--- src/hdl/sla_pkg.sv ---
// shared types and constants for the status led animator
`default_nettype none
package sla_pkg;

  localparam int unsigned PHASE_W  = 16;
  localparam int unsigned LEVEL_W  = 8;
  localparam int unsigned CHAN_W   = 8;
  localparam int unsigned CONN_W   = 2;
  localparam int unsigned CFG_IDX_W = 1;
  localparam int unsigned CFG_DATA_W = 16;

  // register indexes
  localparam logic [CFG_IDX_W-1:0] CFG_PHASE_STEP = 1'd0;
  localparam logic [CFG_IDX_W-1:0] CFG_FLASH_LOW  = 1'd1;

  localparam logic [PHASE_W-1:0] PHASE_STEP_RST = 16'd32;
  localparam logic [LEVEL_W-1:0] FLASH_LOW_RST  = 8'd32;
  localparam logic [LEVEL_W-1:0] LEVEL_FULL     = 8'd255;

  // connection state codes
  localparam logic [CONN_W-1:0] CONN_NO_WAN  = 2'd0;
  localparam logic [CONN_W-1:0] CONN_NO_INET = 2'd1;
  localparam logic [CONN_W-1:0] CONN_HEALTHY = 2'd2;

  typedef enum logic [1:0] {
    MODE_SOLID   = 2'd0,
    MODE_BREATHE = 2'd1,
    MODE_PULSE   = 2'd2,
    MODE_FLASH   = 2'd3
  } anim_mode_t;

  typedef struct packed {
    logic [CHAN_W-1:0] red;
    logic [CHAN_W-1:0] green;
    logic [CHAN_W-1:0] blue;
  } rgb_t;

  localparam rgb_t RGB_BLACK  = '{red: 8'd0,   green: 8'd0,   blue: 8'd0};
  localparam rgb_t RGB_RED    = '{red: 8'd255, green: 8'd0,   blue: 8'd0};
  localparam rgb_t RGB_ORANGE = '{red: 8'd255, green: 8'd104, blue: 8'd3};
  localparam rgb_t RGB_GREEN  = '{red: 8'd18,  green: 8'd255, blue: 8'd144};

  // animation state after one tick, handed from the state stage to the wave stage
  typedef struct packed {
    logic [PHASE_W-1:0] phase;
    anim_mode_t         mode;
    rgb_t               colour;
  } led_state_t;

  typedef struct packed {
    logic [PHASE_W-1:0] phase_step;
    logic [LEVEL_W-1:0] flash_low;
  } cfg_regs_t;

endpackage
`default_nettype wire

--- src/hdl/sla_cfg.sv ---
// configuration registers: phase step and flash low level
`default_nettype none
module sla_cfg (
  input  wire logic                          clk,
  input  wire logic                          rst_n,
  input  wire logic                          cfg_wr_en,
  input  wire logic [sla_pkg::CFG_IDX_W-1:0]  cfg_index,
  input  wire logic [sla_pkg::CFG_DATA_W-1:0] cfg_wdata,
  output sla_pkg::cfg_regs_t                 regs
);

  sla_pkg::cfg_regs_t regs_r;
  sla_pkg::cfg_regs_t regs_nxt;

  always_comb begin
    regs_nxt = regs_r;
    if (cfg_wr_en) begin
      case (cfg_index)
        sla_pkg::CFG_PHASE_STEP: regs_nxt.phase_step = cfg_wdata;
        sla_pkg::CFG_FLASH_LOW:  regs_nxt.flash_low  = cfg_wdata[sla_pkg::LEVEL_W-1:0];
        default: regs_nxt = regs_r;
      endcase
    end
  end

  always_ff @(posedge clk) begin
    if (!rst_n) begin
      regs_r.phase_step <= sla_pkg::PHASE_STEP_RST;
      regs_r.flash_low  <= sla_pkg::FLASH_LOW_RST;
    end else begin
      regs_r <= regs_nxt;
    end
  end

  assign regs = regs_r;

endmodule
`default_nettype wire

--- src/hdl/sla_state.sv ---
// tick stage: phase advance, mode and colour selection
`default_nettype none
module sla_state (
  input  wire logic                        clk,
  input  wire logic                        rst_n,
  input  wire logic                        in_take,
  input  wire logic [sla_pkg::CONN_W-1:0]  conn_state,
  input  wire logic [sla_pkg::PHASE_W-1:0] phase_step,
  input  wire logic                        st_take,
  output logic                             st_valid,
  output sla_pkg::led_state_t              st
);

  sla_pkg::led_state_t st_r;
  sla_pkg::led_state_t st_nxt;
  logic                st_valid_r;
  logic                st_valid_nxt;

  always_comb begin
    st_nxt = st_r;
    if (in_take) begin
      st_nxt.phase = st_r.phase + phase_step;
      case (conn_state)
        sla_pkg::CONN_NO_WAN: begin
          st_nxt.mode   = sla_pkg::MODE_FLASH;
          st_nxt.colour = sla_pkg::RGB_RED;
        end
        sla_pkg::CONN_NO_INET: begin
          st_nxt.mode   = sla_pkg::MODE_PULSE;
          st_nxt.colour = sla_pkg::RGB_ORANGE;
        end
        sla_pkg::CONN_HEALTHY: begin
          st_nxt.mode   = sla_pkg::MODE_BREATHE;
          st_nxt.colour = sla_pkg::RGB_GREEN;
        end
        // other states keep mode and colour
        default: begin
          st_nxt.mode   = st_r.mode;
          st_nxt.colour = st_r.colour;
        end
      endcase
    end
  end

  always_comb begin
    if (in_take) begin
      st_valid_nxt = 1'b1;
    end else if (st_take) begin
      st_valid_nxt = 1'b0;
    end else begin
      st_valid_nxt = st_valid_r;
    end
  end

  always_ff @(posedge clk) begin
    if (!rst_n) begin
      st_r.phase  <= '0;
      st_r.mode   <= sla_pkg::MODE_SOLID;
      st_r.colour <= sla_pkg::RGB_BLACK;
      st_valid_r  <= 1'b0;
    end else begin
      st_r       <= st_nxt;
      st_valid_r <= st_valid_nxt;
    end
  end

  assign st       = st_r;
  assign st_valid = st_valid_r;

endmodule
`default_nettype wire

--- src/hdl/sla_wave.sv ---
// wave stage: brightness from mode and phase, result register
`default_nettype none
module sla_wave (
  input  wire logic                        clk,
  input  wire logic                        rst_n,
  input  wire logic                        st_valid,
  input  wire sla_pkg::led_state_t         st,
  input  wire logic [sla_pkg::LEVEL_W-1:0] flash_low,
  input  wire logic                        out_stall,
  output logic                             st_take,
  output logic                             out_valid,
  output sla_pkg::rgb_t                    out_colour,
  output logic [sla_pkg::LEVEL_W-1:0]      out_level
);

  logic                               low_half;
  logic [sla_pkg::PHASE_W-1:0]        sq_in;
  logic [2*sla_pkg::PHASE_W-1:0]      sq;
  logic [sla_pkg::LEVEL_W-1:0]        level;
  logic                               out_valid_r;
  logic                               out_valid_nxt;
  sla_pkg::rgb_t                      colour_r;
  logic [sla_pkg::LEVEL_W-1:0]        level_r;

  assign low_half = !st.phase[sla_pkg::PHASE_W-1];

  // breathe's upper half squares the distance to full scale, 65535 - p
  assign sq_in = (st.mode == sla_pkg::MODE_BREATHE && !low_half) ? ~st.phase : st.phase;
  assign sq    = sq_in * sq_in;

  always_comb begin
    case (st.mode)
      sla_pkg::MODE_BREATHE: begin
        // (sq >> 15) >> 8, mirrored about full scale in the upper half
        level = low_half ? sq[30:23] : ~sq[30:23];
      end
      sla_pkg::MODE_PULSE: level = ~sq[31:24];
      sla_pkg::MODE_FLASH: level = low_half ? sla_pkg::LEVEL_FULL : flash_low;
      default:             level = sla_pkg::LEVEL_FULL;
    endcase
  end

  assign st_take = st_valid && (!out_valid_r || !out_stall);

  always_comb begin
    if (st_take) begin
      out_valid_nxt = 1'b1;
    end else if (!out_stall) begin
      out_valid_nxt = 1'b0;
    end else begin
      out_valid_nxt = out_valid_r;
    end
  end

  always_ff @(posedge clk) begin
    if (!rst_n) begin
      out_valid_r <= 1'b0;
    end else begin
      out_valid_r <= out_valid_nxt;
    end
  end

  always_ff @(posedge clk) begin
    if (st_take) begin
      colour_r <= st.colour;
      level_r  <= level;
    end
  end

  assign out_valid  = out_valid_r;
  assign out_colour = colour_r;
  assign out_level  = level_r;

endmodule
`default_nettype wire

--- src/hdl/status_led_animator.sv ---
// top level of the status led animator
//
//   channel  direction  handshake               payload
//   in       input      in_valid / in_stall     in_connection_state[1:0]
//   out      output     out_valid / out_stall   out_red, out_green, out_blue, out_brightness
//   cfg      input      cfg_wr_en               cfg_index[0], cfg_wdata[15:0]
//
// one tick per cycle while in_stall is low; a tick passes the tick and wave stage registers
// the tick stage updates phase, mode and colour, the wave stage squares the phase
// reset (rst_n low, synchronous) gives solid black, phase zero, step 32, flash low 32
// in_stall rises only when both stages hold a beat and out_stall is high
`default_nettype none
module status_led_animator (
  input  wire logic                           clk,
  input  wire logic                           rst_n,
  input  wire logic                           in_valid,
  output logic                                in_stall,
  input  wire logic [sla_pkg::CONN_W-1:0]     in_connection_state,
  output logic                                out_valid,
  input  wire logic                           out_stall,
  output logic [sla_pkg::CHAN_W-1:0]          out_red,
  output logic [sla_pkg::CHAN_W-1:0]          out_green,
  output logic [sla_pkg::CHAN_W-1:0]          out_blue,
  output logic [sla_pkg::LEVEL_W-1:0]         out_brightness,
  input  wire logic                           cfg_wr_en,
  input  wire logic [sla_pkg::CFG_IDX_W-1:0]  cfg_index,
  input  wire logic [sla_pkg::CFG_DATA_W-1:0] cfg_wdata
);

  sla_pkg::cfg_regs_t  regs;
  sla_pkg::led_state_t st;
  sla_pkg::rgb_t       colour;
  logic                st_valid;
  logic                st_take;
  logic                in_take;

  assign in_stall = st_valid && !st_take;
  assign in_take  = in_valid && !in_stall;

  sla_cfg u_cfg (
    .clk       (clk),
    .rst_n     (rst_n),
    .cfg_wr_en (cfg_wr_en),
    .cfg_index (cfg_index),
    .cfg_wdata (cfg_wdata),
    .regs      (regs)
  );

  sla_state u_state (
    .clk        (clk),
    .rst_n      (rst_n),
    .in_take    (in_take),
    .conn_state (in_connection_state),
    .phase_step (regs.phase_step),
    .st_take    (st_take),
    .st_valid   (st_valid),
    .st         (st)
  );

  sla_wave u_wave (
    .clk        (clk),
    .rst_n      (rst_n),
    .st_valid   (st_valid),
    .st         (st),
    .flash_low  (regs.flash_low),
    .out_stall  (out_stall),
    .st_take    (st_take),
    .out_valid  (out_valid),
    .out_colour (colour),
    .out_level  (out_brightness)
  );

  assign out_red   = colour.red;
  assign out_green = colour.green;
  assign out_blue  = colour.blue;

endmodule
`default_nettype wire
--- config.mk ---
export PLATFORM = sky130hd
export DESIGN_NAME = status_led_animator
export DESIGN_NICKNAME = d
export VERILOG_FILES = /design/src/hdl/sla_pkg.sv /design/src/hdl/sla_cfg.sv /design/src/hdl/sla_state.sv /design/src/hdl/sla_wave.sv /design/src/hdl/status_led_animator.sv
export SDC_FILE = /design/constraint.sdc
export NUM_CORES = 1
export LEC_CHECK = 0
export BUFFER_PORTS_ARGS = -buffer_cell sky130_fd_sc_hd__buf_2
export CAP_MARGIN = 20
export CORE_ASPECT_RATIO = 0.5
export CORE_MARGIN = 2
export CORE_UTILIZATION = 62
export DETAILED_ROUTE_END_ITERATION = 7
export HOLD_SLACK_MARGIN = 0.12
export PLACE_DENSITY = 0.85
export SLEW_MARGIN = 0
export SYNTH_ARGS = -nofsm -noshare
export SYNTH_HDL_FRONTEND = slang
export SYNTH_SLANG_ARGS = --single-unit
export TNS_END_PERCENT = 20
--- constraint.sdc ---
create_clock -name clk -period 15 [get_ports clk]
set_input_delay 1.5 -clock clk [delete_from_list [all_inputs] [get_ports clk]]
set_output_delay 1.5 -clock clk [all_outputs]
set_load 0.05 [all_outputs]
==> results.toml <==
[yosys]
synth.cell_area_mm2 = 0.00989
yosysTopAreaCell = "fa_1"
synth_xor_area_frac = 0.0466
yosysSeqAreaShare = 0.137
synth.area.mux_share = 0.00304
ys.warnings.count = 0
synth-async-reset-ratio = 0
synth_edf_count = 13
yosysMostFrequentCell = "inv_1"
synth_cell_types = 59
synth_top_area_share = 0.328
ys_top_cells_by_count = "246 x inv_1, 162 x fa_1, 150 x nand2_1, 115 x ha_1, 74 x nor2_1"
synthAdderAreaFrac = 0.473
yosys.area_share.simple = 0.129
ys_ff_latch = 61
synth_top_family_by_area = "adder cells"
synth_area_leaders = "fa_1 33%, ha_1 15%, dfxtp_1 9.7%, inv_1 9.3%, nand2_1 5.7%"
syn_inst = 1126
synth_compound_area_frac = 0.0896
syn_avg_cell_area_um2 = 8.78
synth_ff_type = "dfxtp_1"

[detailed_routing]
route.met3.wl_um = 1990
wl_um = 22800
avgRoutedWirePerCell_um = 16.7
dr_wl_met2_um = 11100
drtAntennaViolNets = 0
vias = 7703
drtPass1Iterations = 5
routed.top_layer = "met4"
wl_met1_um = 8960
drt-initial-drc-count = 582
drc = 0
avgViaCountPerCell = 5.65

[floorplan]
fp-row-count = 32
pin_count = 58
dieArea_mm2 = 0.0170
start_util = 0.638
die_y_um = 93.3
core_mm2 = 0.0155
die_x_um = 183

[clock_tree]
cts_setup_buffers = 0
cts_buffers = 9
holdBufCountCts = 0
ctsResizeCount = 0
clk_pin_slew_ns = 0.06
cts_num_sinks = 61
cts_root_buffer = "clkbuf_16"
htree_num_levels = 3
cts_buffer_depth = 2
cts_tree = "yes"
clock_latency_ns = 0.33

[pwr]
powerDensity_mw_per_mm2 = 50.7
p_total_mw = 0.534
leakagePower_nw = 5.71
peakVddDrop_mv = 0.0767

[global_routing]
grt_max_degree = 38
grt_pass1_vias = 8299
grt_usage = 0.289
antenna_found_initial = 0
gr-total-overflow = 0
grt_pass1_wl_um = 38800

[sta]
tns_ns = 0
min_period_over_period = 0.587
skew_ns = 0.00692
slew_headroom = 0.257
period_minus_slack_ns = 8.81
hold_ws_ns = 0.434
setup_violations = 0
tightest_slew_ns = 1.11
drv_slew = 0
rsz0062_at_grt = "false"
setup_slack_ns = 6.19
fmax_mhz = 114
hold_viol = 0

[worst_setup_path]
slowest_delay_ns = 0.76
critical_path.slowest_cell = "xor2_1"
path_buf_inv = 8
cpMostUsedCell = "inv_1"
r2r_slack_ns = 6.19
arrival_ns = 8.89
start_kind = "register"
crit_fanout = 21
critPathTopFamily = "adder cells"
endpoint_kind = "register"
critPathRequiredTime_ns = 15.08
path_class = "reg -> reg"

[placed_design]
place_inst = 1347
place_congestion = 0.963
hpwl_um = 18700
place_ws_ns = 6.31
place_area_mm2 = 0.0102
port_buffers = 53

[cells_and_area]
n_antenna_cell = 0
area_growth_pct = 6.57
final_cell_area_mm2 = 0.0105
finalNonFillerCells = 1363
drive_gt1_frac = 0.0794
fin_util = 0.680
nets = 1455

[run]
drv_cap = 0

[worst_hold_path]
hp-class = "reg -> reg"

[run_status]
status = "complete, no violations"
-- layout by cell type, fill, tap and decap left out, drive strengths merged, types with 3 or more instances in the layout --
cell type,n
o41ai,3
nand2,150
xnor2,36
o21ai,14
or3,6
a211oi,11
o21bai,4
clkinv,8
nand3,25
edfxtp,13
nor3,13
o21a,3
clkbuf,9
nor2b,5
and2,11
a21oi,63
buf,63
a21boi,3
ha,115
a21o,12
fa,162
o31ai,3
xor2,14
inv,248
dfxtp,48
and3,4
conb,4
mux2i,3
nor2,74
-- power by group --
| part | leakage [nW] | internal [mW] | switching (mW) |
|---|---|---|---|
| logic | 5.06 | 0.0469 | 0.0908 |
| clock network | 0.143 | 0.129 | 0.0806 |
| registers | 0.507 | 0.177 | 0.00974 |
| total | 5.71 | 0.353 | 0.181 |
-- metal layers --
layer,vias up,GRT usage
met1,3739,0.362
met4,0,0.116
li1,3516,-
met3,69,0.0491
met2,379,0.506
met5,-,0
-- registers in the layout (all words and copies together), names as in the netlist --
signal             flops
u_state.st            22
u_state.st_valid       1
u_wave.out_level       8
u_wave.out_valid       1
u_wave.out_colour      5
u_cfg.regs            24
-- logic make-up after synthesis --
kind of cell / count (synthesis)
buffers and inverters: 301
AND/OR/NAND/NOR: 299
adder cells (fa/ha/maj): 277
AO/OA/AOI/OAI: 133
flip-flops: 61
XOR/XNOR: 51
multiplexers: 3
other: 1
-- final timing paths --
path                  startpoint              endpoint  cells past startpoint
setup reg to reg  u_state.st[41]   u_wave.out_level[5]                     27
hold / removal     u_state.st[1]  u_wave.out_colour[1]                      0
setup / recovery  u_state.st[41]   u_wave.out_level[5]                     27
hold reg to reg    u_state.st[1]  u_wave.out_colour[1]                      0
-- layout make-up --
cell class              instances  area [µm²]
multi-input cells             767        7340
fillers                      1141        4960
flip-flops and latches         61        1350
inverters                     252         946
repair buffers                 63         340
well taps                     204         255
clock buffers                   9         225
clock inverters                 7        75.1
No activity file was read; power rests on OpenSTA's default activity.
